[src/rtl/core/clns_pkg.sv]
`default_nettype none

package clns_pkg;

    localparam int CfgIdxW  = 8;
    localparam int CfgDataW = 16;

    localparam logic [CfgIdxW-1:0] REG_BYTE_GAP  = 8'd0;
    localparam logic [CfgIdxW-1:0] REG_INIT_GAP  = 8'd1;
    localparam logic [CfgIdxW-1:0] REG_NUM_ROWS  = 8'd2;
    localparam logic [CfgIdxW-1:0] REG_NUM_COLS  = 8'd3;
    localparam logic [CfgIdxW-1:0] REG_ROW0_BASE = 8'd4;
    localparam logic [CfgIdxW-1:0] REG_ROW1_BASE = 8'd5;
    localparam logic [CfgIdxW-1:0] REG_ROW2_BASE = 8'd6;
    localparam logic [CfgIdxW-1:0] REG_ROW3_BASE = 8'd7;

    localparam logic [1:0] OP_CMD    = 2'd0;
    localparam logic [1:0] OP_DATA   = 2'd1;
    localparam logic [1:0] OP_CURSOR = 2'd2;
    localparam logic [1:0] OP_INIT   = 2'd3;

    localparam int INIT_LEN  = 8;
    localparam int INIT_NIBS = 18;
    localparam int BYTE_NIBS = 2;
    localparam int StepW     = 5;

    localparam logic [7:0] CURSOR_SET = 8'h80;

    localparam int QDepth = 4;
    localparam int QPtrW  = 2;

    typedef struct packed {
        logic [15:0]     byte_gap_us;
        logic [15:0]     init_gap_us;
        logic [2:0]      num_rows;
        logic [5:0]      num_cols;
        logic [3:0][6:0] row_base;
    } t_cfg;

    localparam t_cfg CFG_RESET = '{
        byte_gap_us: 16'd100,
        init_gap_us: 16'd8000,
        num_rows:    3'd2,
        num_cols:    6'd16,
        row_base:    {7'd84, 7'd20, 7'd64, 7'd0}
    };

    typedef struct packed {
        logic       init;
        logic       rs;
        logic [7:0] code;
    } t_job;

    function automatic logic [7:0] init_code(input logic [2:0] idx);
        logic [7:0] c;
        case (idx)
            3'd0:    c = 8'h30;
            3'd1:    c = 8'h30;
            3'd2:    c = 8'h30;
            3'd3:    c = 8'h20;
            3'd4:    c = 8'h28;
            3'd5:    c = 8'h0E;
            3'd6:    c = 8'h01;
            default: c = 8'h06;
        endcase
        return c;
    endfunction

endpackage

`default_nettype wire

[src/rtl/core/clns_out_if.sv]
`default_nettype none

interface clns_out_if;
    logic        valid;
    logic        ready;
    logic        reg_select;
    logic [3:0]  nibble;
    logic [16:0] delay_before_us;
    logic        last;

    modport source (output valid, reg_select, nibble, delay_before_us, last, input ready);
    modport sink (input valid, reg_select, nibble, delay_before_us, last, output ready);
    modport monitor (input valid, ready, reg_select, nibble, delay_before_us, last);
endinterface

`default_nettype wire

[src/rtl/core/clns_back.sv]
`default_nettype none

module clns_back
    import clns_pkg::*;
(
    input  wire logic i_clk,
    input  wire logic i_rst_n,
    input  wire t_cfg i_cfg,
    input  wire logic i_valid,
    input  wire t_job i_job,
    output logic      o_pop,
    clns_out_if.source o_out
);

    logic [StepW-1:0] r_step;
    logic             r_out_valid;
    logic             r_rs;
    logic [3:0]       r_nib;
    logic [16:0]      r_delay;
    logic             r_last;

    logic             load;
    logic [3:0]       byte_idx;
    logic             in_table;
    logic [7:0]       code;
    logic             high;
    logic [16:0]      gap_sum;
    logic             last_nib;

    assign load     = i_valid && (!r_out_valid || o_out.ready);
    assign byte_idx = r_step[StepW-1:1];
    assign in_table = i_job.init && (byte_idx < 4'(INIT_LEN));
    assign code     = in_table ? init_code(byte_idx[2:0]) : i_job.code;
    assign high     = !r_step[0];
    assign gap_sum  = {1'b0, i_cfg.byte_gap_us}
                    + (in_table ? {1'b0, i_cfg.init_gap_us} : 17'd0);
    assign last_nib = (r_step == (i_job.init ? StepW'(INIT_NIBS - 1)
                                             : StepW'(BYTE_NIBS - 1)));
    assign o_pop    = load && last_nib;

    always_ff @(posedge i_clk) begin
        if (!i_rst_n) begin
            r_step      <= '0;
            r_out_valid <= 1'b0;
        end else begin
            if (load) begin
                r_step      <= last_nib ? '0 : r_step + 1'b1;
                r_out_valid <= 1'b1;
            end else if (o_out.ready) begin
                r_out_valid <= 1'b0;
            end
        end
        if (load) begin
            r_rs    <= i_job.rs;
            r_nib   <= high ? code[7:4] : code[3:0];
            r_delay <= high ? gap_sum : 17'd0;
            r_last  <= last_nib;
        end
    end

    assign o_out.valid           = r_out_valid;
    assign o_out.reg_select      = r_rs;
    assign o_out.nibble          = r_nib;
    assign o_out.delay_before_us = r_delay;
    assign o_out.last            = r_last;

endmodule

`default_nettype wire

[src/flat_wrapper.sv]
// flat-port wrapper written by rule: the top's interface ports become plain ports
module clns_back_flat import clns_pkg::*;
  (i_clk, i_rst_n, i_cfg, i_valid, i_job, o_pop, o_out_valid, o_out_reg_select, o_out_nibble, o_out_delay_before_us, o_out_last, o_out_ready);
  clns_out_if o_out_i ();
  input  wire logic i_clk;
  input  wire logic i_rst_n;
  input  wire t_cfg i_cfg;
  input  wire logic i_valid;
  input  wire t_job i_job;
  output logic o_pop;
  output wire logic [$bits(o_out_i.valid)-1:0] o_out_valid;
  output wire logic [$bits(o_out_i.reg_select)-1:0] o_out_reg_select;
  output wire logic [$bits(o_out_i.nibble)-1:0] o_out_nibble;
  output wire logic [$bits(o_out_i.delay_before_us)-1:0] o_out_delay_before_us;
  output wire logic [$bits(o_out_i.last)-1:0] o_out_last;
  input wire logic [$bits(o_out_i.ready)-1:0] o_out_ready;
  assign o_out_valid = o_out_i.valid;
  assign o_out_reg_select = o_out_i.reg_select;
  assign o_out_nibble = o_out_i.nibble;
  assign o_out_delay_before_us = o_out_i.delay_before_us;
  assign o_out_last = o_out_i.last;
  assign o_out_i.ready = o_out_ready;
  clns_back u_core (.i_clk(i_clk), .i_rst_n(i_rst_n), .i_cfg(i_cfg), .i_valid(i_valid), .i_job(i_job), .o_pop(o_pop), .o_out(o_out_i));
endmodule
[config.mk]
export PLATFORM = sky130hd
export DESIGN_NAME = clns_back_flat
export DESIGN_NICKNAME = d
export VERILOG_FILES = /design/src/rtl/core/clns_pkg.sv /design/src/rtl/core/clns_out_if.sv /design/src/rtl/core/clns_back.sv /design/src/flat_wrapper.sv
export SDC_FILE = /design/constraint.sdc
export NUM_CORES = 1
export LEC_CHECK = 0
export CELL_PAD_IN_SITES_DETAIL_PLACEMENT = 1
export CELL_PAD_IN_SITES_GLOBAL_PLACEMENT = 2
export CORE_MARGIN = 2
export CORE_UTILIZATION = 35
export DETAILED_ROUTE_END_ITERATION = 12
export DONT_BUFFER_PORTS = 1
export HOLD_SLACK_MARGIN = 0.15
export PLACE_DENSITY = 0.87
export SYNTH_ARGS = -nofsm -noshare
export SYNTH_HDL_FRONTEND = slang
export SYNTH_SLANG_ARGS = --single-unit
[constraint.sdc]
create_clock -name i_clk -period 4.1 [get_ports i_clk]
set_input_delay 0.205 -clock i_clk [delete_from_list [all_inputs] [get_ports i_clk]]
set_output_delay 0.205 -clock i_clk [all_outputs]
set_load 0.02 [all_outputs]
==> out/summary.json <==
{
  "tritoncts": {"value": "built"},
  "wl_met3": {"value": 208, "unit": "µm"},
  "reg2reg_depth": {"value": 10},
  "worst_setup_path_end_kind": {"value": "flop"},
  "final_common_cell": {"value": "nor2_1"},
  "max-slew-margin-rel": {"value": 0.300},
  "final_net_count": {"value": 318},
  "place.gp.congestion": {"value": 0.808},
  "drt-initial-drc-count": {"value": 33},
  "setup_total_negative_slack": {"value": 0, "unit": "ns"},
  "grt_remaining_overflow": {"value": 0},
  "seqCellArea": {"value": 811, "unit": "µm²"},
  "slowest_library_cell_on_the_worst_path": {"value": "ha_1"},
  "start_util": {"value": 0.362},
  "post_synth.cell_area_avg": {"value": 9.50, "unit": "µm²"},
  "hold_path_class": {"value": "primary input to flop"},
  "worst_r2r_startpoint": {"value": "u_core.r_step[4]"},
  "drive_gt1_frac": {"value": 0.0602},
  "multiInputGateArea": {"value": 1120, "unit": "µm²"},
  "post_cts_resize_count": {"value": 0},
  "route.vias.total": {"value": 1522},
  "grt_first_pass_wirelength": {"value": 7250, "unit": "µm"},
  "finalSetupViolations": {"value": 0},
  "powerDensity": {"value": 358, "unit": "nW/µm²"},
  "floorplan.die.width": {"value": 79.5, "unit": "µm"},
  "io_buffers": {"value": 0},
  "routed_via_density": {"value": 5.28},
  "routedWlPerCell": {"value": 15.2, "unit": "µm"},
  "crit_path_max_fanout": {"value": 25},
  "num_io_pins": {"value": 108},
  "vias_in_the_first_global_route": {"value": 1547},
  "filler_cell_count": {"value": 655},
  "total_routing_resource_utilization_after_global_routing": {"value": 0.147},
  "tightest_slew": {"value": 1.05, "unit": "ns"},
  "grt_antenna_before_repair": {"value": 0},
  "cts_clk_pin_slew_worst_paths": {"value": 0.06, "unit": "ns"},
  "power.sequential.fraction": {"value": 0.525},
  "post-route-util": {"value": 0.398},
  "detailedPlacementHpwl": {"value": 3340, "unit": "µm"},
  "grt_max_degree": {"value": 32},
  "wl_met2": {"value": 2050, "unit": "µm"},
  "min_period_over_period": {"value": 0.794},
  "crit_chain": {"value": "inv_1 -> ha_1 -> and2_1 -> ha_1 -> a21oi_1 -> nor2_1 -> o211ai_1 -> nand2_1 -> a31oi_1 -> mux2_1"},
  "rrSetupSlack": {"value": 0.84, "unit": "ns"},
  "layout.cells.most_common_list": {"value": "nor2_1 (24), edfxtp_1 (23), ha_1 (19), and2_1 (18), a21oi_1 (16)"},
  "synthesis.yosys.warnings": {"value": 0},
  "skew": {"value": 0.00279, "unit": "ns"},
  "post_synth_instance_area": {"value": 2000, "unit": "µm²"},
  "clk_root_buffer_cell": {"value": "clkbuf_8"},
  "syn-num-nets": {"value": 313},
  "firstDrtPassIters": {"value": 4},
  "cts_buffers": {"value": 5},
  "post_layout_nonfiller_instances": {"value": 288},
  "timing_hold_violations_final": {"value": 0},
  "clk_latency": {"value": 0.28, "unit": "ns"},
  "worst_r2r_dst": {"value": "u_core.o_out.delay_before_us[15]"},
  "total_switching_power": {"value": 0.240, "unit": "mW"},
  "unrepaired_setup_endpoints_after_global_routing": {"value": "no"},
  "route.detailed.drc": {"value": 0},
  "run_status": {"value": "complete, no violations"},
  "wl": {"value": 4380, "unit": "µm"},
  "antenna-diode-count": {"value": 0},
  "timing.critical_path.from_type": {"value": "flop"},
  "cts-htree-levels": {"value": 2},
  "cpMostUsedCell": {"value": "ha_1"},
  "synth.ff_latch_count": {"value": 29},
  "detail-route-antenna-nets": {"value": 0},
  "dp_cells": {"value": 275},
  "timing.final.max_slew_violations": {"value": 0},
  "vdd_ir_drop_max": {"value": 0.000127, "unit": "V"},
  "timing.hold.worst_path_depth": {"value": 2},
  "maxCapViolations": {"value": 0},
  "final_period_minus_worst_setup_slack": {"value": 3.26, "unit": "ns"},
  "critPathLaunch": {"value": "u_core.r_step[4]"},
  "power.switching_fraction": {"value": 0.307},
  "areaGrowthSynthToFinish": {"value": 9.84, "unit": "%"},
  "clkPwrFrac": {"value": 0.281},
  "worst_ep_arrival_time": {"value": 3.28, "unit": "ns"},
  "cp-endpoint": {"value": "u_core.o_out.delay_before_us[15]"},
  "achievable-frequency": {"value": 0.307, "unit": "GHz"},
  "wl_met1": {"value": 2020, "unit": "µm"},
  "power.leakage": {"value": 0.880, "unit": "nW"},
  "synthesis.instances": {"value": 210},
  "num_rows": {"value": 27},
  "power_report.internal_total": {"value": 0.543, "unit": "mW"},
  "topRoutingLayerUsed": {"value": "met4"},
  "worst-endpoint-required": {"value": 4.12, "unit": "ns"},
  "timing_worst_setup_path_type": {"value": "flop to flop"},
  "floorplan.core_area": {"value": 5510, "unit": "µm²"},
  "combinationalPowerShare": {"value": 0.195},
  "cpPeakStageDelay": {"value": 0.68, "unit": "ns"},
  "fp.dieArea": {"value": 6320, "unit": "µm²"},
  "synth.distinct_cells": {"value": 40},
  "cts_sinks": {"value": 29},
  "die_h": {"value": 79.5, "unit": "µm"},
  "synth_sequential_area_ratio": {"value": 0.406},
  "clk_path_buf_depth": {"value": 2}
}
==> per-stage QoR <==
step | instance area [µm²] | hold slack, ns | power (mW) | worst slack [ns]
floorplan | 2000 | 0.304 | 0.531 | 1.27
global placement | 2060 | 0.304 | 0.563 | 0.862
detailed placement | 2060 | 0.304 | 0.568 | 0.813
CTS | 2190 | 0.161 | 0.796 | 0.805
global route | 2190 | 0.198 | 0.830 | 0.606
finish | 2190 | 0.164 | 0.784 | 0.845
==> power groups by stage <==
| stage | Sequential [mW] | Clock [mW] | Combinational, mW |
|---|---|---|---|
| after detailed placement | 0.419 | 0 | 0.150 |
| final | 0.411 | 0.220 | 0.152 |
| after global routing | 0.415 | 0.239 | 0.177 |
| after floorplan | 0.404 | 0 | 0.127 |
| after CTS | 0.412 | 0.229 | 0.155 |
| after global placement | 0.417 | 0 | 0.146 |
==> worst min path at each step <==
stage / slack [ns] / start / endpoint
after floorplan: 0.30 / i_job[8] / u_core.o_out.reg_select
after global placement: 0.30 / i_job[8] / u_core.o_out.reg_select
after detailed placement: 0.30 / i_job[8] / u_core.o_out.reg_select
after CTS: 0.16 / o_out_ready / u_core.o_out.valid
after global routing: 0.20 / o_out_ready / u_core.o_out.valid
final: 0.16 / o_out_ready / u_core.o_out.valid
==> synthesized netlist by cell type <==
master / count / share of area
mux2_2: 1 / 0.0056
a31oi_1: 2 / 0.0063
dfxtp_1: 6 / 0.060
xor2_1: 5 / 0.022
inv_1: 11 / 0.021
edfxtp_1: 23 / 0.35
xnor2_1: 8 / 0.035
ha_1: 19 / 0.12
a21o_2: 1 / 0.0044
nand3_1: 6 / 0.015
o21ai_1: 1 / 0.0025
nand2_1: 15 / 0.028
a41o_1: 1 / 0.0050
o21a_1: 1 / 0.0038
o21bai_1: 1 / 0.0038
fa_1: 1 / 0.010
nand3b_1: 1 / 0.0038
and2_1: 18 / 0.056
clkbuf_1: 5 / 0.0094
o221ai_2: 1 / 0.0075
mux2_1: 2 / 0.011
a21oi_1: 16 / 0.040
a21oi_2: 1 / 0.0044
a21o_1: 2 / 0.0075
a21boi_0: 1 / 0.0038
buf_1: 2 / 0.0038
o22ai_1: 1 / 0.0031
nor2b_1: 5 / 0.016
o21ai_0: 11 / 0.028
nand3_2: 1 / 0.0050
a22o_1: 2 / 0.0088
nor2_1: 24 / 0.045
nor3_1: 2 / 0.0050
a31o_1: 1 / 0.0044
mux4_2: 1 / 0.011
o211ai_1: 4 / 0.015
nand4_1: 3 / 0.0094
and4_1: 1 / 0.0044
and3_1: 2 / 0.0063
nand2b_1: 1 / 0.0031
==> registers in the layout (all words and copies together), names as in the netlist <==
register,count
u_core.o_out.valid,1
u_core.r_step,5
u_core.o_out.delay_before_us,17
u_core.o_out.nibble,4
u_core.o_out.last,1
u_core.o_out.reg_select,1
==> cell families (layout without fill, tap and decap cells) <==
family / Yosys count / count (layout) / synth area share
fa+ha+maj: 20 / 20 / 0.129
xor+xnor: 13 / 13 / 0.0571
flops: 29 / 29 / 0.406
compound gates: 47 / 47 / 0.148
mux: 4 / 4 / 0.0282
simple gates: 79 / 79 / 0.197
buf+inv: 18 / 24 / 0.0339
==> worst max-delay path: cells and delay by family (launching register included) <==
| family | cells | cell delay, ns |
|---|---|---|
| compound gates | 3 | 0.77 |
| fa+ha+maj | 2 | 0.93 |
| buf+inv | 1 | 0.08 |
| flops | 1 | 0.30 |
| mux | 1 | 0.34 |
| simple gates | 3 | 0.58 |
==> routing by layer <==
| layer | track usage | vias up |
|---|---|---|
| met5 | 0 | - |
| met2 | 0.240 | 50 |
| met1 | 0.187 | 706 |
| li1 | - | 757 |
| met3 | 0.0271 | 9 |
| met4 | 0.0690 | 0 |
==> final cells by class <==
cell class                      instances  area share
Multi-Input combinational cell        163       0.510
Sequential cell                        29       0.370
Tap cell                               72      0.0411
Clock buffer                            6      0.0331
Timing Repair Buffer                    5      0.0228
Inverter                               11      0.0188
Clock inverter                          2     0.00457
==> repair_timing <==
action / CTS / global route
hold buffers: 5 / 0
endpoints found under the hold margin: 6 / 0
setup buffers: 0 / 0
(Power assumes the default switching activity.)
