==> src/rtl/core/clns_pkg.sv <==
`default_nettype none

package clns_pkg;

    localparam int CfgIdxW  = 8;
    localparam int CfgDataW = 16;

    localparam logic [CfgIdxW-1:0] REG_BYTE_GAP  = 8'd0;
    localparam logic [CfgIdxW-1:0] REG_INIT_GAP  = 8'd1;
    localparam logic [CfgIdxW-1:0] REG_NUM_ROWS  = 8'd2;
    localparam logic [CfgIdxW-1:0] REG_NUM_COLS  = 8'd3;
    localparam logic [CfgIdxW-1:0] REG_ROW0_BASE = 8'd4;
    localparam logic [CfgIdxW-1:0] REG_ROW1_BASE = 8'd5;
    localparam logic [CfgIdxW-1:0] REG_ROW2_BASE = 8'd6;
    localparam logic [CfgIdxW-1:0] REG_ROW3_BASE = 8'd7;

    localparam logic [1:0] OP_CMD    = 2'd0;
    localparam logic [1:0] OP_DATA   = 2'd1;
    localparam logic [1:0] OP_CURSOR = 2'd2;
    localparam logic [1:0] OP_INIT   = 2'd3;

    localparam int INIT_LEN  = 8;
    localparam int INIT_NIBS = 18;
    localparam int BYTE_NIBS = 2;
    localparam int StepW     = 5;

    localparam logic [7:0] CURSOR_SET = 8'h80;

    localparam int QDepth = 4;
    localparam int QPtrW  = 2;

    typedef struct packed {
        logic [15:0]     byte_gap_us;
        logic [15:0]     init_gap_us;
        logic [2:0]      num_rows;
        logic [5:0]      num_cols;
        logic [3:0][6:0] row_base;
    } t_cfg;

    localparam t_cfg CFG_RESET = '{
        byte_gap_us: 16'd100,
        init_gap_us: 16'd8000,
        num_rows:    3'd2,
        num_cols:    6'd16,
        row_base:    {7'd84, 7'd20, 7'd64, 7'd0}
    };

    typedef struct packed {
        logic       init;
        logic       rs;
        logic [7:0] code;
    } t_job;

    function automatic logic [7:0] init_code(input logic [2:0] idx);
        logic [7:0] c;
        case (idx)
            3'd0:    c = 8'h30;
            3'd1:    c = 8'h30;
            3'd2:    c = 8'h30;
            3'd3:    c = 8'h20;
            3'd4:    c = 8'h28;
            3'd5:    c = 8'h0E;
            3'd6:    c = 8'h01;
            default: c = 8'h06;
        endcase
        return c;
    endfunction

endpackage

`default_nettype wire

==> src/rtl/core/clns_in_if.sv <==
`default_nettype none

interface clns_in_if;
    logic       valid;
    logic       ready;
    logic [1:0] cmd;
    logic [7:0] value;
    logic [7:0] row;
    logic [7:0] col;

    modport source (output valid, cmd, value, row, col, input ready);
    modport sink (input valid, cmd, value, row, col, output ready);
    modport monitor (input valid, ready, cmd, value, row, col);
endinterface

`default_nettype wire

==> src/rtl/core/clns_front.sv <==
`default_nettype none

module clns_front
    import clns_pkg::*;
(
    input  wire logic i_clk,
    input  wire logic i_rst_n,
    input  wire t_cfg i_cfg,
    clns_in_if.sink   i_in,
    input  wire logic i_full,
    output logic      o_push,
    output t_job      o_job
);

    localparam logic [1:0] F_ACCEPT = 2'd0;
    localparam logic [1:0] F_DIV    = 2'd1;
    localparam logic [1:0] F_PUSH   = 2'd2;

    logic [1:0] r_state, n_state;
    logic [2:0] r_cnt, n_cnt;
    logic [7:0] r_row_sh, n_row_sh;
    logic [7:0] r_col_sh, n_col_sh;
    logic [2:0] r_row_rem, n_row_rem;
    logic [5:0] r_col_rem, n_col_rem;

    logic [2:0] nr;
    logic [5:0] nc;
    logic [3:0] row_t;
    logic [6:0] col_t;
    logic [2:0] row_step;
    logic [5:0] col_step;
    logic       accept;

    function automatic logic [7:0] cursor_code(input t_cfg cfg, input logic [2:0] r,
                                               input logic [5:0] c);
        logic [6:0] base;
        case (r)
            3'd1:    base = cfg.row_base[1];
            3'd2:    base = cfg.row_base[2];
            3'd3:    base = cfg.row_base[3];
            default: base = cfg.row_base[0];
        endcase
        return (CURSOR_SET | {1'b0, base}) + {2'b00, c};
    endfunction

    assign nr = (i_cfg.num_rows == 3'd0) ? 3'd1 : i_cfg.num_rows;
    assign nc = (i_cfg.num_cols == 6'd0) ? 6'd1 : i_cfg.num_cols;

    assign row_t    = {r_row_rem, r_row_sh[7]};
    assign col_t    = {r_col_rem, r_col_sh[7]};
    assign row_step = (row_t >= {1'b0, nr}) ? 3'(row_t - {1'b0, nr}) : row_t[2:0];
    assign col_step = (col_t >= {1'b0, nc}) ? 6'(col_t - {1'b0, nc}) : col_t[5:0];

    assign i_in.ready = (r_state == F_ACCEPT) && !i_full;
    assign accept     = i_in.valid && i_in.ready;

    always_comb begin
        n_state   = r_state;
        n_cnt     = r_cnt;
        n_row_sh  = r_row_sh;
        n_col_sh  = r_col_sh;
        n_row_rem = r_row_rem;
        n_col_rem = r_col_rem;
        o_push    = 1'b0;
        o_job     = '{init: 1'b0, rs: 1'b0, code: i_in.value};
        case (r_state)
            F_ACCEPT: begin
                if (accept) begin
                    if (i_in.cmd == OP_CURSOR) begin
                        n_state   = F_DIV;
                        n_cnt     = 3'd0;
                        n_row_sh  = i_in.row;
                        n_col_sh  = i_in.col;
                        n_row_rem = 3'd0;
                        n_col_rem = 6'd0;
                    end else begin
                        o_push     = 1'b1;
                        o_job.init = (i_in.cmd == OP_INIT);
                        o_job.rs   = (i_in.cmd == OP_DATA);
                        if (i_in.cmd == OP_INIT) begin
                            o_job.code = cursor_code(i_cfg, 3'd0, 6'd0);
                        end
                    end
                end
            end
            F_DIV: begin
                n_row_rem = row_step;
                n_col_rem = col_step;
                n_row_sh  = {r_row_sh[6:0], 1'b0};
                n_col_sh  = {r_col_sh[6:0], 1'b0};
                n_cnt     = r_cnt + 3'd1;
                if (r_cnt == 3'd7) begin
                    n_state = F_PUSH;
                end
            end
            F_PUSH: begin
                o_job.code = cursor_code(i_cfg, r_row_rem, r_col_rem);
                if (!i_full) begin
                    o_push  = 1'b1;
                    n_state = F_ACCEPT;
                end
            end
            default: begin
                n_state = F_ACCEPT;
            end
        endcase
    end

    always_ff @(posedge i_clk) begin
        if (!i_rst_n) begin
            r_state <= F_ACCEPT;
            r_cnt   <= 3'd0;
        end else begin
            r_state <= n_state;
            r_cnt   <= n_cnt;
        end
        r_row_sh  <= n_row_sh;
        r_col_sh  <= n_col_sh;
        r_row_rem <= n_row_rem;
        r_col_rem <= n_col_rem;
    end

endmodule

`default_nettype wire

==> src/flat_wrapper.sv <==
// flat-port wrapper written by rule: the top's interface ports become plain ports
module clns_front_flat import clns_pkg::*;
  (i_clk, i_rst_n, i_cfg, i_full, o_push, o_job, i_in_valid, i_in_cmd, i_in_value, i_in_row, i_in_col, i_in_ready);
  clns_in_if i_in_i ();
  input  wire logic i_clk;
  input  wire logic i_rst_n;
  input  wire t_cfg i_cfg;
  input  wire logic i_full;
  output logic o_push;
  output t_job o_job;
  input wire logic [$bits(i_in_i.valid)-1:0] i_in_valid;
  input wire logic [$bits(i_in_i.cmd)-1:0] i_in_cmd;
  input wire logic [$bits(i_in_i.value)-1:0] i_in_value;
  input wire logic [$bits(i_in_i.row)-1:0] i_in_row;
  input wire logic [$bits(i_in_i.col)-1:0] i_in_col;
  output wire logic [$bits(i_in_i.ready)-1:0] i_in_ready;
  assign i_in_i.valid = i_in_valid;
  assign i_in_i.cmd = i_in_cmd;
  assign i_in_i.value = i_in_value;
  assign i_in_i.row = i_in_row;
  assign i_in_i.col = i_in_col;
  assign i_in_ready = i_in_i.ready;
  clns_front u_core (.i_clk(i_clk), .i_rst_n(i_rst_n), .i_cfg(i_cfg), .i_in(i_in_i), .i_full(i_full), .o_push(o_push), .o_job(o_job));
endmodule
==> config.mk <==
export PLATFORM = sky130hd
export DESIGN_NAME = clns_front_flat
export DESIGN_NICKNAME = d
export VERILOG_FILES = /design/src/rtl/core/clns_pkg.sv /design/src/rtl/core/clns_in_if.sv /design/src/rtl/core/clns_front.sv /design/src/flat_wrapper.sv
export SDC_FILE = /design/constraint.sdc
export NUM_CORES = 1
export LEC_CHECK = 0
export BUFFER_PORTS_ARGS = -buffer_cell sky130_fd_sc_hd__clkbuf_2
export CORE_MARGIN = 8
export CORE_UTILIZATION = 45
export CTS_CLUSTER_DIAMETER = 100
export DETAILED_ROUTE_END_ITERATION = 10
export HOLD_SLACK_MARGIN = 0.15
export PLACE_DENSITY = 0.8
export SLEW_MARGIN = 20
export SYNTH_ARGS = -nofsm -noshare
export SYNTH_HDL_FRONTEND = slang
export SYNTH_SLANG_ARGS = --single-unit
==> constraint.sdc <==
create_clock -name i_clk -period 3.66 [get_ports i_clk]
set_input_delay 0.732 -clock i_clk [delete_from_list [all_inputs] [get_ports i_clk]]
set_output_delay 0.732 -clock i_clk [all_outputs]
set_load 0.1 [all_outputs]
==> impl_metrics.toml, run 1 <==
[placed_design]
port_buffers = 78
place.gp.congestion = 0.862
place_area_mm2 = 0.00312
dp_hpwl_um = 5210

[final_layout]
layout-drive-gt1-share_pct = 37.6
nets = 504
nFillCells = 469
diodes = 0
stdcell_area_mm2 = 0.00345
synthToLayoutAreaGrowth_pct = 38.3

[yosys]
yosysSeqAreaShare_pct = 34.1
syn-num-nets = 404
yosys-top-cells-area = "edfxtp_1, ha_1, nand2_1"
synthXorXnorAreaFrac_pct = 1.41
synth_adder_area_share_pct = 10.9
synthMuxAreaShare_pct = 5.12
async_reset_ff_share_pct = 0
synth-warning-count = 0
yosys-top-cells-count = "nand2_1, edfxtp_1, a21oi_1, inv_1, o21ai_0"
synth_top_family_by_area = "compound AO/OA/AOI/OAI gates"
ys_ff_latch = 30
synth_area_per_cell_um2 = 8.75
synth_edf_count = 25
ys_types = 49
ys.flop_type = "edfxtp_1"
synth_top_area_share_pct = 30.1
synth_largest_area_cell = "edfxtp_1"
synth_compound_area_share_pct = 21.7
synth_area_mm2 = 0.00249
synth-simple-area-share_pct = 21.0
synth_cells = 285
synth_most_common_cell = "nand2_1"

[drt]
first_pass_iters = 6
ant_nets = 0
wl_um = 6880
drc = 0
num_vias = 2441
drt_iter0_drc = 135
wire_per_inst_um = 15.0
viasPerCell = 5.33

[clock_network]
cts.clk_slew.worst_paths_ns = 0.07
clk_path_buf_depth = 2
cts_buffers = 5
htreeDepth = 2
cts_tree = "built"
clockRootBuffer = "clkbuf_8"
clock_latency_ns = 0.29
cts.sinks = 30
ctsHoldBuffers = 0

[worst_setup_path]
crit_path_frequent_cell = "buf_6"
start_kind = "flop"
critPathKind = "reg -> out"
cp-end-kind = "output pin"
crit_fanout = 5
critPathRequiredTime_ns = 2.93
cp_slowest_stage_delay_ns = 0.42
worstPathArrival_ns = 3.06
critPathSlowestCell = "edfxtp_1"
cp_cell_sequence = "buf_6 -> buf_6 -> buf_6 -> nor2b_1 -> a21oi_1 -> nor2_1 -> a221o_1 -> inv_2 -> fa_2 -> nor2b_4 -> o31a_1 -> o22ai_2 -> xor2_1 -> a221o_2 -> buf_12"

[sta]
clock_skew_ns = 0.00433
setup_violations = 5
final-hold-violation-count = 0
rsz0062_at_grt = "true"
setup_tns_ns = -0.513
slew_headroom_pct = 50.0
max_freq_ghz = 0.264
worst_pin_slew_ns = 0.748
post-route-period-util_pct = 103
setup_ws_ns = -0.127
finalMaxSlewViolations = 0
fin_crit_ns = 3.79

[global_routing]
grt_pass1_wl_um = 11400
antenna_found_initial = 0
grt.overflow.total = 0
grt_pass1_vias = 2473
grtUsageTotal_pct = 16.7
grt_max_degree = 26

[worst_hold_path]
min_path_type = "reg -> reg"

[pwr]
p_leak_nw = 1.62
intPower_w = 0.000736
p_seq_share_pct = 36.8
switching_share_pct = 31.0
p_per_area_mw_per_mm2 = 310
clkPwrFrac_pct = 31.7
combPwrFrac_pct = 31.5
ir_worst_vdd_mv = 0.208
power.switching_w = 0.000331

[die]
die_width_um = 90.4
dieArea_mm2 = 0.00818
start_util_pct = 45.8
rows = 27
core_mm2 = 0.00544
io_pins = 111
die_y_um = 90.4

[status]
outcome = "finished with violations"
violations = "setup timing"

[job]
maxCapViolations = 0
==> state kept, by name, indices dropped and copies added (netlist names) <==
| register | flops |
|---|---|
| u_core.r_row_rem | 3 |
| u_core.r_col_sh | 8 |
| u_core.r_col_rem | 6 |
| u_core.r_row_sh | 8 |
| u_core.r_cnt | 3 |
| u_core.r_state | 2 |
==> worst paths after layout <==
| check | from | end | slack, ns | depth (start not counted) |
|---|---|---|---|---|
| worst max-delay path | u_core.r_row_rem[1]$_SDFFCE_PN0P_ | o_job[6] | -0.13 | 15 |
| worst min-delay path | u_core.r_row_sh[0]$_SDFFCE_PP0P_ | u_core.r_row_sh[1]$_DFFE_PP_ | 0.52 | 2 |
| worst max register to register | u_core.r_col_rem[0]$_SDFFCE_PN0P_ | u_core.r_col_rem[1]$_SDFFCE_PN0P_ | 1.59 | 5 |
| worst min register to register | u_core.r_row_sh[0]$_SDFFCE_PP0P_ | u_core.r_row_sh[1]$_DFFE_PP_ | 0.52 | 2 |
==> through the flow <==
step / utilization (%) / setup slack (ns) / hold WS (ns) / total power (W) / instances
CTS: 62.6 / -0.0346 / 0.518 / 0.00106 / 455
detailed placement: 57.3 / -0.0579 / 0.498 / 0.000701 / 434
global placement: 57.3 / -0.000380 / 0.493 / 0.000693 / 434
global route: 63.4 / -0.267 / 0.537 / 0.00112 / 458
finish: 63.4 / -0.127 / 0.516 / 0.00107 / 458
floorplan: - / 0.00636 / 0.484 / 0.000597 / 285
==> cells in the final DEF, fill, tap and decap left out, types with 4 or more instances in the layout <==
| cell | instances |
|---|---|
| mux2i_1 | 6 |
| a211oi_1 | 4 |
| clkbuf_2 | 71 |
| buf_12 | 8 |
| nand2_1 | 51 |
| dfxtp_1 | 5 |
| nor2_1 | 16 |
| nor2b_1 | 15 |
| o21ai_1 | 5 |
| o21ai_0 | 11 |
| a22oi_1 | 6 |
| clkbuf_8 | 5 |
| o22a_1 | 5 |
| a21oi_1 | 16 |
| ha_1 | 15 |
| buf_4 | 23 |
| edfxtp_1 | 25 |
| inv_1 | 17 |
| buf_6 | 4 |
==> worst max-delay path, delay by kind of cell, from the launching register on <==
family                   cells  cell delay [ns]
AO/OA/AOI/OAI                5             0.85
XOR/XNOR                     1             0.14
adder cells (fa/ha/maj)      1             0.39
buffers and inverters        5             0.62
flip-flops                   1             0.42
AND/OR/NAND/NOR              3             0.34
==> area by class of cell <==
class / count / area, um2 / area share, %
clock inverters: 3 / 45.0 / 1.31
multi-input cells: 223 / 1590 / 46.0
clock buffers: 5 / 68.8 / 2.00
inverters: 19 / 71.3 / 2.07
flip-flops and latches: 30 / 851 / 24.7
repair buffers: 106 / 733 / 21.3
well taps: 72 / 90.1 / 2.61
==> cell families (layout without fill, tap and decap cells) <==
logic type,count (synthesis),count (layout)
DFF,30,30
and+or+nand+nor,106,106
xor gates and xnor gates,4,4
adders and majority gates,20,20
AOI/OAI and AO/OA,81,81
buffers and inverters,32,133
muxes,12,12
==> repair_timing <==
| item | 4_1_cts | 5_1_grt |
|---|---|---|
| buffers inserted | 13 | 3 |
| setup endpoints to repair | 5 | 6 |
| pin swaps | 16 | 9 |
| gates resized for setup | 24 | 6 |
| gates cloned | 0 | 0 |
==> metal layers <==
| metal | part of all wire [%] | global-route usage (%) | wire, um | up-vias |
|---|---|---|---|---|
| li1 | - | - | - | 1223 |
| met1 | 43 | 19.7 | 2990 | 1110 |
| met2 | 45 | 26.9 | 3130 | 93 |
| met3 | 9.0 | 6.73 | 617 | 15 |
| met4 | 2.1 | 5.96 | 147 | 0 |
| met5 | 0 | 0 | 0 | - |
==> power groups by stage <==
stage                     registers [W]  clock network (W)  logic, W
after floorplan                0.000397                  0  0.000200
after global placement         0.000400                  0  0.000293
after detailed placement       0.000400                  0  0.000301
after CTS                      0.000392           0.000343  0.000325
after global routing           0.000394           0.000361  0.000362
final                          0.000393           0.000338  0.000336
Power figures use the tool's default switching activity.
==> run 2, diff against run 1 <==
--- a/config.mk
+++ b/config.mk
@@ -6,7 +6,7 @@
 export NUM_CORES = 1
 export LEC_CHECK = 0
 export BUFFER_PORTS_ARGS = -buffer_cell sky130_fd_sc_hd__clkbuf_2
-export CORE_MARGIN = 8
+export CORE_MARGIN = 5
 export CORE_UTILIZATION = 45
 export CTS_CLUSTER_DIAMETER = 100
 export DETAILED_ROUTE_END_ITERATION = 10
==> run 2 against run 1 <==
The run still ends with setup timing left. Global-route usage grew 2.2 points. Clock skew is essentially flat. Die area shrank 13%. Utilization shrank 1.4 points.
==> impl_metrics.toml, run 2 (synthesized netlist as in run 1, its figures left out) <==
[drt]
wire_per_inst_um = 15.0
wl_um = 6770
first_pass_iters = 4
viasPerCell = 5.38
ant_nets = 0
drc = 0
num_vias = 2421
drt_iter0_drc = 132

[global_routing]
grtUsageTotal_pct = 18.9
grt_max_degree = 26
grt.overflow.total = 0
grt_pass1_wl_um = 11000
antenna_found_initial = 0
grt_pass1_vias = 2403

[worst_setup_path]
r2r-start = "u_core.r_col_rem[0]$_SDFFCE_PN0P_"
start_kind = "flop"
crit_end = "o_job[6]"
crit_path_start = "u_core.r_row_rem[1]$_SDFFCE_PN0P_"
critPathKind = "reg -> out"
critPathRequiredTime_ns = 2.93
reg2reg_setup_slack_ns = 1.59
r2r_cells = 5
r2r_end = "u_core.r_col_rem[1]$_SDFFCE_PN0P_"
cp-end-kind = "output pin"
worstPathArrival_ns = 3.05
crit_fanout = 6

[clock_network]
cts_tree = "built"
clockRootBuffer = "clkbuf_8"
cts_buffers = 5
clk_path_buf_depth = 2
cts.clk_slew.worst_paths_ns = 0.06
clock_latency_ns = 0.28
htreeDepth = 2
cts.sinks = 30

[final_layout]
nets = 496
layout_commonest_cell = "clkbuf_2"
finish.utilization_pct = 61.9
layout-drive-gt1-share_pct = 36.0
regArea_um2 = 851
diodes = 0
stdcell_area_mm2 = 0.00337
final_cell_mix = "clkbuf_2, nand2_1, edfxtp_1, inv_1, buf_4"
synthToLayoutAreaGrowth_pct = 35.1
nFillCells = 464
multi_input_area_mm2 = 0.00159
top_regs = "u_core.r_col_sh (8), u_core.r_row_sh (8), u_core.r_col_rem (6)"

[job]
maxCapViolations = 0

[sta]
max_freq_ghz = 0.264
post-route-period-util_pct = 103
rsz0062_at_grt = "true"
slew_headroom_pct = 50.1
hold_ws_ns = 0.512
setup_ws_ns = -0.124
setup_violations = 2
clock_skew_ns = 0.00412
fin_crit_ns = 3.78
final-hold-violation-count = 0
worst_pin_slew_ns = 0.747
finalMaxSlewViolations = 0

[placed_design]
port_buffers = 78
place_area_mm2 = 0.00310
dp_hpwl_um = 5090
pre_cts_ws_ns = -0.0284
place.gp.congestion = 0.896

[worst_hold_path]
worstHoldStart = "u_core.r_col_sh[2]$_DFFE_PP_"
min_path_type = "reg -> reg"

[pwr]
p_leak_nw = 1.57
finalPower_w = 0.00105
ir_worst_vdd_mv = 0.227
p_per_area_mw_per_mm2 = 313

[status]
violations = "setup timing"
outcome = "finished with violations"

[die]
core_mm2 = 0.00544
rows = 27
dieArea_mm2 = 0.00713
die_width_um = 84.4
start_util_pct = 45.8
die_y_um = 84.4
io_pins = 111
[run 2: cell types whose count changed in the layout (fill, tap and decap cells not counted), sizes merged]
cell / change
buf: -8
clkbuf: +1
clkinvlp: -1
[run 2: report_power, final]
part / internal [W] / switching, W / total (W) / leakage [nW]
sequential: 0.000385 / 0.00000793 / 0.000393 / 0.273
combinational: 0.000142 / 0.000189 / 0.000332 / 1.25
clock: 0.000203 / 0.000127 / 0.000330 / 0.0514
total: 0.000730 / 0.000324 / 0.00105 / 1.57
[run 2: area by class of cell]
type / count / share of cell area (%)
flip-flops and latches: 30 / 25.3
clock buffers: 6 / 2.16
repair buffers: 98 / 19.5
inverters: 19 / 2.12
well taps: 72 / 2.68
multi-input cells: 223 / 47.2
clock inverters: 2 / 1.11
[run 2: critical path, cell delays in order, from the launching register on]
cell and delay [ns]:
edfxtp_1 0.39, buf_6 0.15, mux2_2 0.37, a22oi_2 0.17
o21ai_1 0.10, ha_1 0.34, nor2b_2 0.17, o31a_1 0.30
o22ai_2 0.13, xor2_1 0.09, a221o_2 0.39, buf_12 0.17
[run 2: how the worst min path moves through the flow]
stage,endpoint,cells after the start
floorplan,u_core.r_col_sh[1]$_DFFE_PP_,2
global placement,u_core.r_col_sh[3]$_DFFE_PP_,2
detailed placement,u_core.r_col_sh[7]$_DFFE_PP_,2
CTS,u_core.r_col_sh[7]$_DFFE_PP_,2
global route,u_core.r_col_sh[1]$_DFFE_PP_,2
finish,u_core.r_col_sh[3]$_DFFE_PP_,2
[run 2: routing by layer]
layer  global-route usage (%)  vias up  part of all wire [%]
li1                         -     1207                     -
met1                     23.7     1114                    43
met2                     32.0       90                    47
met3                     5.79       10                   9.0
met4                     4.60        0                   1.3
met5                        0        -                     0
[run 2: timing repair]
action,4_1_cts,5_1_grt
pin swaps,0,18
endpoints found under the hold margin,0,0
setup endpoints to repair,4,5
buffers inserted,2,8
gates resized for setup,7,19
hold buffers,0,0
[run 2: metrics by stage]
| step | TNS (ns) | std cells |
|---|---|---|
| 2_1_floorplan | 0 | 285 |
| 3_3_place_gp | -0.00636 | 432 |
| 3_5_place_dp | -0.0284 | 432 |
| 4_1_cts | -0.0148 | 442 |
| 5_1_grt | -0.700 | 450 |
| 6_report | -0.203 | 450 |
