$ cat config.mk
export PLATFORM = sky130hd
export DESIGN_NAME = clns_queue
export DESIGN_NICKNAME = d
export VERILOG_FILES = /design/src/rtl/core/clns_pkg.sv /design/src/rtl/core/clns_queue.sv
export SDC_FILE = /design/constraint.sdc
export NUM_CORES = 1
export LEC_CHECK = 0
export ABC_CLOCK_PERIOD_IN_PS = 2100
export BUFFER_PORTS_ARGS = -buffer_cell sky130_fd_sc_hd__buf_2
export CORE_AREA = 2 2 84 86
export DETAILED_ROUTE_END_ITERATION = 10
export DIE_AREA = 0 0 86 88
export PLACE_DENSITY = 0.53
export SLEW_MARGIN = 20
export SYNTH_ARGS = -nofsm -noshare
export SYNTH_HDL_FRONTEND = slang
export SYNTH_SLANG_ARGS = --single-unit
export TNS_END_PERCENT = 1
$ cat constraint.sdc
create_clock -name i_clk -period 2.1 [get_ports i_clk]
set_input_delay 0.315 -clock i_clk [delete_from_list [all_inputs] [get_ports i_clk]]
set_output_delay 0.315 -clock i_clk [all_outputs]
set_load 0.01 [all_outputs]
$ cat src/rtl/core/clns_pkg.sv
`default_nettype none

package clns_pkg;

    localparam int CfgIdxW  = 8;
    localparam int CfgDataW = 16;

    localparam logic [CfgIdxW-1:0] REG_BYTE_GAP  = 8'd0;
    localparam logic [CfgIdxW-1:0] REG_INIT_GAP  = 8'd1;
    localparam logic [CfgIdxW-1:0] REG_NUM_ROWS  = 8'd2;
    localparam logic [CfgIdxW-1:0] REG_NUM_COLS  = 8'd3;
    localparam logic [CfgIdxW-1:0] REG_ROW0_BASE = 8'd4;
    localparam logic [CfgIdxW-1:0] REG_ROW1_BASE = 8'd5;
    localparam logic [CfgIdxW-1:0] REG_ROW2_BASE = 8'd6;
    localparam logic [CfgIdxW-1:0] REG_ROW3_BASE = 8'd7;

    localparam logic [1:0] OP_CMD    = 2'd0;
    localparam logic [1:0] OP_DATA   = 2'd1;
    localparam logic [1:0] OP_CURSOR = 2'd2;
    localparam logic [1:0] OP_INIT   = 2'd3;

    localparam int INIT_LEN  = 8;
    localparam int INIT_NIBS = 18;
    localparam int BYTE_NIBS = 2;
    localparam int StepW     = 5;

    localparam logic [7:0] CURSOR_SET = 8'h80;

    localparam int QDepth = 4;
    localparam int QPtrW  = 2;

    typedef struct packed {
        logic [15:0]     byte_gap_us;
        logic [15:0]     init_gap_us;
        logic [2:0]      num_rows;
        logic [5:0]      num_cols;
        logic [3:0][6:0] row_base;
    } t_cfg;

    localparam t_cfg CFG_RESET = '{
        byte_gap_us: 16'd100,
        init_gap_us: 16'd8000,
        num_rows:    3'd2,
        num_cols:    6'd16,
        row_base:    {7'd84, 7'd20, 7'd64, 7'd0}
    };

    typedef struct packed {
        logic       init;
        logic       rs;
        logic [7:0] code;
    } t_job;

    function automatic logic [7:0] init_code(input logic [2:0] idx);
        logic [7:0] c;
        case (idx)
            3'd0:    c = 8'h30;
            3'd1:    c = 8'h30;
            3'd2:    c = 8'h30;
            3'd3:    c = 8'h20;
            3'd4:    c = 8'h28;
            3'd5:    c = 8'h0E;
            3'd6:    c = 8'h01;
            default: c = 8'h06;
        endcase
        return c;
    endfunction

endpackage

`default_nettype wire

$ cat src/rtl/core/clns_queue.sv
`default_nettype none

module clns_queue
    import clns_pkg::*;
(
    input  wire logic i_clk,
    input  wire logic i_rst_n,
    input  wire logic i_push,
    input  wire t_job i_job,
    output logic      o_full,
    input  wire logic i_pop,
    output logic      o_valid,
    output t_job      o_job
);

    t_job             r_mem [QDepth];
    logic [QPtrW-1:0] r_wr_ptr;
    logic [QPtrW-1:0] r_rd_ptr;
    logic [QPtrW:0]   r_count;

    assign o_full  = (r_count == (QPtrW + 1)'(QDepth));
    assign o_valid = (r_count != '0);
    assign o_job   = r_mem[r_rd_ptr];

    always_ff @(posedge i_clk) begin
        if (!i_rst_n) begin
            r_wr_ptr <= '0;
            r_rd_ptr <= '0;
            r_count  <= '0;
        end else begin
            if (i_push) begin
                r_wr_ptr <= r_wr_ptr + 1'b1;
            end
            if (i_pop) begin
                r_rd_ptr <= r_rd_ptr + 1'b1;
            end
            if (i_push && !i_pop) begin
                r_count <= r_count + 1'b1;
            end else if (i_pop && !i_push) begin
                r_count <= r_count - 1'b1;
            end
        end
        if (i_push) begin
            r_mem[r_wr_ptr] <= i_job;
        end
    end

endmodule

`default_nettype wire

==> flow_metrics.env, run 1 <==
export IMPL_status="finished, final reports clean"
export IMPL_wire_per_inst_um=14.7
export IMPL_die_height_um=88
export IMPL_startpoint_type="flip-flop"
export IMPL_diodes=0
export IMPL_num_rows=30
export IMPL_seq_area_frac_synth=0.731
export IMPL_reg2regPathDepth=4
export IMPL_postRouteAntennaNets=0
export IMPL_place_congestion=0.645
export IMPL_synth_top_area_cell="edfxtp_1"
export IMPL_grt_usage=0.0868
export IMPL_core_area_um2=6640
export IMPL_cts_hold_fix_buffers=0
export IMPL_top_usage_layer="met2"
export IMPL_via_count=916
export IMPL_hold_ws_ns=0.237
export IMPL_worstMarginPinSlew_ns=0.580
export IMPL_grtUsageMet2=0.159
export IMPL_cp_max_fo=10
export IMPL_fin_crit_sh=0.886
export IMPL_grt_pass1_wl_um=4770
export IMPL_post_cts_buffers=0
export IMPL_max_slew_margin=0.613
export IMPL_drv_slew=0
export IMPL_yosys_warnings=0
export IMPL_use_met3=0.0339
export IMPL_max_cap_violations=0
export IMPL_power_total_w=0.00188
export IMPL_hold_depth=1
export IMPL_combinationalPowerShare=0.128
export IMPL_ys_ff_latch=49
export IMPL_syn_cell_area_um2=1890
export IMPL_drc=0
export IMPL_critical_path_class="reg2out"
export IMPL_finalSetupViolCount=0
export IMPL_port_buffers=25
export IMPL_cts_root_buf="clkbuf_8"
export IMPL_fill_cells=630
export IMPL_ctsResizeCount=0
export IMPL_clk_pin_slew_ns=0.09
export IMPL_drt_iter0_drc=83
export IMPL_cts_tree="yes"
export IMPL_cts_buffers=5
export IMPL_pin_count=26
export IMPL_irDropWorstVdd_mv=0.420
export IMPL_start_util=0.284
export IMPL_utilization=0.329
export IMPL_syn_to_final_growth_pct=15.7
export IMPL_p_seq_frac=0.606
export IMPL_cp_required_ns=1.78
export IMPL_tns_ns=0
export IMPL_routed_via_density=4.45
export IMPL_swShare=0.228
export IMPL_antenna_found_initial=0
export IMPL_die_area_um2=7570
export IMPL_grt_max_degree=15
export IMPL_die_w_um=86
export IMPL_rsz0062_at_grt="no"
export IMPL_leakage_nw=0.770
export IMPL_htree_levels=2
export IMPL_layout_nets=146
export IMPL_cts_sinks=49
export IMPL_use_met1=0.0926
export IMPL_drtPass1Iterations=4
export IMPL_fmax_mhz=538
export IMPL_synth_cells=95
export IMPL_power_switching_w=0.000429
export IMPL_grt_ovfl_total=0
export IMPL_hold_class="in2reg"
export IMPL_synth_nets=115
export IMPL_syn_area_per_cell_um2=19.9
export IMPL_pwr_share_clk=0.266
export IMPL_synth_top_area_share=0.636
export IMPL_fin_crit_ns=1.86
export IMPL_post_dp_hpwl_um=2070
export IMPL_synthTopCellsByArea="edfxtp_1 (64%), mux4_2 (12%), dfxtp_1 (9.5%)"
export IMPL_clock_latency_ns=0.29
export IMPL_finalClockSkew_ns=0.00862
export IMPL_powerDensity_nw_per_um2=861
export IMPL_drive_gt1_frac=0.333
export IMPL_crit_arrival_ns=1.55
export IMPL_ys_types=18
export IMPL_internal_power_w=0.00145
export IMPL_finalWirelength_um=3020
export IMPL_cp_end_kind="output port"
export IMPL_clockBufferDepth=2
export IMPL_grt_pass1_vias=981
export IMPL_finalHoldViolations=0
## power groups by stage
stage,Combinational (W),Clock [W],Sequential [W]
global placement,0.000235,0,0.00116
CTS,0.000246,0.000521,0.00114
global route,0.000269,0.000554,0.00115
floorplan,0.000162,0,0.00115
finish,0.000241,0.000501,0.00114
detailed placement,0.000245,0,0.00116
## cells in the mapped netlist
cell	number
xor2_1	3
mux4_2	10
xnor2_1	2
dfxtp_1	9
nor2b_1	2
buf_6	1
inv_1	4
a21boi_1	1
and2_1	9
o21ai_0	1
nand2_1	1
or3_1	2
ha_1	5
clkbuf_2	1
fa_1	1
mux2i_1	2
nor3b_1	1
edfxtp_1	40
## metal layers
layer  part of all wire  routed length [um]
met5                  0                   0
met4              0.011                  34
met3              0.065                 196
met2               0.52                1580
met1               0.40                1210
## sequential cells by signal, indices dropped and copies added, names as in the netlist, named ones only
| signal | cells |
|---|---|
| r_count | 3 |
| r_rd_ptr | 2 |
| r_wr_ptr | 2 |
| r_mem | 40 |
## final timing paths
check                           from                       to  slack [ns]
min                         i_job[3]    r_mem[2][3]$_DFFE_PP_        0.24
min reg2reg  r_count[2]$_SDFFE_PN0P_  r_count[2]$_SDFFE_PN0P_        0.54
max                        flip-flop                 o_job[1]        0.24
max reg2reg  r_count[0]$_SDFFE_PN0P_  r_count[2]$_SDFFE_PN0P_        0.56
## worst max-delay path: stages, from the launching register on
cell     delay [ns]
dfxtp_1        0.32
buf_4          0.23
mux4_2         0.55
buf_2          0.16
## through the flow
step                      instances  setup WS (ns)  instance area, um^2
after floorplan                  95          0.525                 1890
after global placement          199          0.368                 2110
after detailed placement        199          0.228                 2110
after CTS                       206          0.209                 2190
after global routing            206          0.154                 2190
final                           206          0.240                 2190
## area by class of cell
type / count / area [um^2] / share of cell area
Clock inverter: 2 / 11.3 / 0.00515
Sequential cell: 49 / 1380 / 0.632
Inverter: 4 / 15.0 / 0.00687
Tap cell: 80 / 100 / 0.0458
Clock buffer: 5 / 68.8 / 0.0315
Timing Repair Buffer: 26 / 133 / 0.0607
Multi-Input combinational cell: 40 / 477 / 0.218
## cell usage in the layout (no fill, tap or decap)
master	instances
a21boi_1	1
and2_1	9
buf_2	25
buf_4	1
clkbuf_8	5
clkinv_1	1
clkinvlp_4	1
dfxtp_1	9
edfxtp_1	40
fa_1	1
ha_1	5
inv_1	4
mux2i_1	2
mux4_2	10
nand2_1	1
nor2b_1	2
nor3b_1	1
o21ai_0	1
or3_1	2
xnor2_1	2
xor2_1	3
## logic make-up after synthesis
kind of cell,synth area share
flip-flops,0.731
AND/OR/NAND/NOR,0.0490
multiplexers,0.130
buffers and inverters,0.0166
adder cells (fa/ha/maj),0.0437
XOR/XNOR,0.0232
AO/OA/AOI/OAI,0.00662
(Power assumes the default switching activity.)
==> run 2: changes to the inputs <==
Settings changed: ABC_CLOCK_PERIOD_IN_PS 2100 to 1700, PLACE_DENSITY 0.53 to 0.55.
Clock period 2.1 ns to 1.7 ns, I/O delays scaled along.
==> run 2 against run 1 <==
Against the previous run: the flow now finishes with violations (setup timing); sequential power up 24%; cell area up 8.2%; core utilization up 2.7 points; critical endpoint is now o_job[4]; largest power group unchanged.
==> flow_metrics.env, run 2 (synthesized netlist as in run 1, its figures left out) <==
export IMPL_power_total_w=0.00256
export IMPL_cts_tree="yes"
export IMPL_power_switching_w=0.000553
export IMPL_reg_top3="r_mem x40, r_count x3"
export IMPL_die_height_um=88
export IMPL_fmax_mhz=581
export IMPL_postRouteAntennaNets=0
export IMPL_finalHoldViolations=0
export IMPL_num_rows=30
export IMPL_start_util=0.284
export IMPL_cts_sinks=49
export IMPL_tns_ns=-0.105
export IMPL_finalSetupViolCount=9
export IMPL_grt_max_degree=15
export IMPL_routed_via_density=4.40
export IMPL_stdcell_count=216
export IMPL_grt_pass1_vias=1064
export IMPL_crit_arrival_ns=1.47
export IMPL_clk_pin_slew_ns=0.08
export IMPL_clock_latency_ns=0.30
export IMPL_fin_ws_ns=-0.0213
export IMPL_clockBufferDepth=2
export IMPL_irDropWorstVdd_mv=0.322
export IMPL_crit_slowest_cell="mux4_2"
export IMPL_die_area_um2=7570
export IMPL_hold_class="in2reg"
export IMPL_critPathBufInv=2
export IMPL_via_count=951
export IMPL_htree_levels=2
export IMPL_combinationalPowerShare=0.145
export IMPL_fin_crit_sh=1.01
export IMPL_swShare=0.216
export IMPL_drc=0
export IMPL_status="finished with violations"
export IMPL_antenna_found_initial=0
export IMPL_r2r_start="r_count[0]$_SDFFE_PN0P_"
export IMPL_layout_nets=156
export IMPL_grt_pass1_wl_um=5220
export IMPL_cp_end_kind="output port"
export IMPL_worstMarginPinSlew_ns=0.203
export IMPL_largest_register_ffs=40
export IMPL_internal_power_w=0.00201
export IMPL_regMostFlops="r_mem"
export IMPL_drt_iter0_drc=24
export IMPL_most_common_layout_cells="edfxtp_1 (40), buf_2 (18), mux4_2 (10)"
export IMPL_critPathMaxStageDelay_ns=0.51
export IMPL_max_slew_margin=0.865
export IMPL_diodes=0
export IMPL_wire_per_inst_um=15.2
export IMPL_rsz0062_at_grt="yes"
export IMPL_powerDensity_nw_per_um2=1080
export IMPL_grt_usage=0.0968
export IMPL_violations="setup timing"
export IMPL_pin_count=26
export IMPL_post_dp_hpwl_um=2230
export IMPL_leakage_nw=0.864
export IMPL_cts_buffers=5
export IMPL_fin_crit_ns=1.72
export IMPL_hold_depth=1
export IMPL_rr_endpoint="r_count[2]$_SDFFE_PN0P_"
export IMPL_post_cts_buffers=0
export IMPL_crit_family="multiplexers"
export IMPL_core_area_um2=6640
export IMPL_grt_ovfl_total=0
export IMPL_reg2regPathDepth=4
export IMPL_cts_root_buf="clkbuf_8"
export IMPL_dp_cells=208
export IMPL_critical_path_class="reg2out"
export IMPL_min_delay_start="i_job[0]"
export IMPL_r2r_slack_ns=0.17
export IMPL_syn_to_final_growth_pct=25.2
export IMPL_min_to="r_mem[0][0]$_DFFE_PP_"
export IMPL_max_cap_violations=0
export IMPL_drive_gt1_frac=0.397
export IMPL_die_w_um=86
export IMPL_drtPass1Iterations=4
export IMPL_cp_required_ns=1.44
export IMPL_final_common_cell="edfxtp_1"
export IMPL_finalClockSkew_ns=0.00651
export IMPL_startpoint_type="flip-flop"
export IMPL_port_buffers=25
export IMPL_finalWirelength_um=3290
export IMPL_cp_max_fo=5
export IMPL_pwr_share_clk=0.304
export IMPL_p_seq_frac=0.550
export IMPL_crit_chain="buf_12 > mux4_2 > buf_6"
export IMPL_place_congestion=0.685
export IMPL_drv_slew=0
==> run 2: final cells by class <==
cell class / count / area [um^2]
clock buffers: 5 / 68.8
clock inverters: 2 / 35.0
fillers: 627 / 4280
inverters: 4 / 15.0
multi-input cells: 40 / 477
flip-flops and latches: 49 / 1390
well taps: 80 / 100
repair buffers: 36 / 284
==> run 2: how the worst max path moves through the flow <==
stage / startpoint / to / slack, ns / cells after the start
after detailed placement: i_pop / r_count[2]$_SDFFE_PN0P_ / -0.07 / 8
after global routing: flip-flop / o_job[9] / -0.08 / 3
after CTS: flip-flop / o_job[9] / -0.05 / 3
after floorplan: i_pop / r_count[2]$_SDFFE_PN0P_ / 0.19 / 7
final: flip-flop / o_job[4] / -0.02 / 3
after global placement: i_pop / r_count[2]$_SDFFE_PN0P_ / 0.05 / 8
==> run 2: per-layer routing <==
metal,share of wire,vias to the layer above,GRT usage
met3,0.061,6,0.0443
met5,0,-,0
met1,0.42,483,0.104
met2,0.51,24,0.171
met4,0.013,0,0.0303
li1,-,438,-
==> run 2: stage by stage <==
step / setup WS (ns) / util / instance area, um^2 / hold WS, ns
floorplan: 0.185 / - / 1890 / 0.354
global placement: 0.0531 / 0.329 / 2190 / 0.469
detailed placement: -0.0657 / 0.329 / 2190 / 0.477
CTS: -0.0545 / 0.354 / 2350 / 0.158
global route: -0.0821 / 0.356 / 2360 / 0.152
finish: -0.0213 / 0.356 / 2360 / 0.173
==> run 2: power groups by stage <==
stage / Sequential (W) / Combinational (W) / Clock, W
floorplan: 0.00142 / 0.000201 / 0
finish: 0.00141 / 0.000372 / 0.000779
detailed placement: 0.00143 / 0.000330 / 0
global placement: 0.00142 / 0.000319 / 0
CTS: 0.00141 / 0.000372 / 0.000811
global route: 0.00142 / 0.000409 / 0.000864
==> run 2: worst reg2reg max path, delay by kind of cell (launching register included) <==
family	cells	cell delay (ns)
adder cells (fa/ha/maj)	1	0.44
flip-flops	1	0.37
AO/OA/AOI/OAI	1	0.16
AND/OR/NAND/NOR	1	0.30
XOR/XNOR	1	0.18
==> run 2: repair_timing <==
item	CTS	global route
setup endpoints to repair	10	10
hold buffers	0	0
resized for setup	8	2
cloned	1	0
==> run 3: changes to the inputs <==
Settings changed: PLACE_DENSITY 0.55 to 0.48.
==> run 3 against run 2 <==
Against the previous run: the flow still finishes with violations (setup timing); non-clock buffer count rose by 2; sequential share of layout area hardly changed; hold slack worse by 0.0049 ns; total power shrank 4.2%; global-route usage decreased by 0.30 points; combinational power rose by 2%; critical path depth did not move; largest cell class unchanged; largest power group unchanged.
==> flow_metrics.env, run 3 (synthesized netlist as in run 1, its figures left out) <==
export IMPL_rr_endpoint="r_count[2]$_SDFFE_PN0P_"
export IMPL_hold_class="in2reg"
export IMPL_start_util=0.284
export IMPL_finalWirelength_um=3280
export IMPL_dpl_cell_area_um2=2200
export IMPL_cts_tree="yes"
export IMPL_cp_end_kind="output port"
export IMPL_hold_depth=1
export IMPL_port_buffers=25
export IMPL_clockBufferDepth=2
export IMPL_rsz0062_at_grt="yes"
export IMPL_violations="setup timing"
export IMPL_drt_iter0_drc=73
export IMPL_max_slew_margin=0.815
export IMPL_irDropWorstVdd_mv=0.301
export IMPL_core_area_um2=6640
export IMPL_most_common_layout_cells="edfxtp_1 (40), buf_2 (18), buf_4 (11)"
export IMPL_post_cts_buffers=0
export IMPL_layout_nets=158
export IMPL_worstMarginPinSlew_ns=0.278
export IMPL_die_area_um2=7570
export IMPL_crit_arrival_ns=1.50
export IMPL_drtPass1Iterations=3
export IMPL_fin_crit_sh=1.04
export IMPL_met1Wirelength_um=1340
export IMPL_reg_top3="r_mem x40, r_count x3"
export IMPL_regMostFlops="r_mem"
export IMPL_clock_latency_ns=0.30
export IMPL_largest_register_ffs=40
export IMPL_antenna_found_initial=1
export IMPL_powerDensity_nw_per_um2=1040
export IMPL_grt_pass1_wl_um=5110
export IMPL_dr_wl_met3_um=246
export IMPL_grt_max_degree=16
export IMPL_final_cell_area_um2=2370
export IMPL_r2r_start="r_count[0]$_SDFFE_PN0P_"
export IMPL_r2r_slack_ns=0.19
export IMPL_critical_path_class="reg2out"
export IMPL_leakage_nw=0.858
export IMPL_finalClockSkew_ns=0.00566
export IMPL_status="finished with violations"
export IMPL_grt_pass1_vias=1039
export IMPL_cp_max_fo=5
export IMPL_fmax_mhz=568
export IMPL_post_dp_hpwl_um=2310
export IMPL_grt_usage=0.0939
export IMPL_routed_via_density=4.35
export IMPL_die_w_um=86
export IMPL_via_count=958
export IMPL_syn_to_final_growth_pct=25.2
export IMPL_fin_ws_ns=-0.0597
export IMPL_fin_crit_ns=1.76
export IMPL_min_to="r_mem[0][3]$_DFFE_PP_"
export IMPL_min_delay_start="i_job[3]"
export IMPL_finalSetupViolCount=10
export IMPL_place_congestion=0.644
export IMPL_die_height_um=88
export IMPL_max_cap_violations=0
export IMPL_final_common_cell="edfxtp_1"
export IMPL_cts_root_buf="clkbuf_8"
export IMPL_cts_buffers=5
export IMPL_top_layer="met4"
export IMPL_hold_ws_ns=0.168
export IMPL_startpoint_type="flip-flop"
export IMPL_grt_ovfl_total=0
export IMPL_reg2regPathDepth=4
export IMPL_htree_levels=2
export IMPL_cts_sinks=49
export IMPL_drive_gt1_frac=0.403
export IMPL_route_met2_wl_um=1630
export IMPL_pin_count=26
export IMPL_cp_required_ns=1.44
export IMPL_wire_per_inst_um=14.9
export IMPL_drv_slew=0
export IMPL_drc=0
export IMPL_finalHoldViolations=0
export IMPL_postRouteAntennaNets=0
export IMPL_num_rows=30
export IMPL_clk_pin_slew_ns=0.09
==> run 3: cell types whose count changed in the layout (fill, tap and decap cells not counted) <==
cell | previous run | this run
clkinvlp_4 | 0 | 2
clkinv_2 | 1 | 0
buf_4 | 9 | 11
bufinv_16 | 1 | 0
clkbuf_1 | 0 | 1
diode_2 | 0 | 1
==> run 3: repair_timing <==
action                     in CTS  in global routing
resized for setup               8                  2
pin swaps                       0                  0
gates cloned                    1                  0
setup endpoints to repair      10                 10
hold buffers                    0                  0
==> run 3: layout make-up <==
type | count | area (um^2)
fillers | 630 | 4280
multi-input cells | 40 | 477
diodes | 1 | 2.50
clock buffers | 6 | 72.6
inverters | 4 | 15.0
well taps | 80 | 100
repair buffers | 38 | 299
clock inverters | 2 | 15.0
flip-flops and latches | 49 | 1390
==> run 3: through the flow <==
| stage | setup slack [ns] | utilization | power, W | setup TNS, ns | instances |
|---|---|---|---|---|---|
| after global placement | 0.0503 | 0.331 | 0.00175 | 0 | 210 |
| after CTS | -0.0834 | 0.354 | 0.00248 | -0.490 | 219 |
| after floorplan | 0.185 | - | 0.00162 | 0 | 95 |
| final | -0.0597 | 0.356 | 0.00245 | -0.381 | 220 |
| after global routing | -0.112 | 0.356 | 0.00257 | -0.908 | 219 |
| after detailed placement | -0.0106 | 0.331 | 0.00177 | -0.0106 | 210 |
==> run 3: report_power, final <==
part	switching (W)	leakage, nW	internal [W]
Clock	0.000371	0.0374	0.000290
Sequential	0.0000394	0.442	0.00137
Combinational	0.000165	0.378	0.000216
Total	0.000576	0.858	0.00188
==> run 3: routing by layer <==
layer	track usage	up-vias
met3	0.0424	7
met4	0.0390	0
li1	-	449
met5	0	-
met2	0.159	24
met1	0.103	478
==> run 3: worst max path at each step <==
stage              start                 endpoint  slack, ns
5_1_grt        flip-flop                 o_job[8]      -0.11
6_report       flip-flop                 o_job[8]      -0.06
4_1_cts        flip-flop                 o_job[0]      -0.08
3_3_place_gp       i_pop  r_count[2]$_SDFFE_PN0P_       0.05
2_1_floorplan      i_pop  r_count[2]$_SDFFE_PN0P_       0.19
3_5_place_dp       i_pop  r_count[2]$_SDFFE_PN0P_      -0.01
==> run 3: critical path, cell delays in order, from the launching register on <==
cell,delay [ns]
dfxtp_4,0.41
buf_12,0.14
mux4_2,0.52
buf_6,0.14
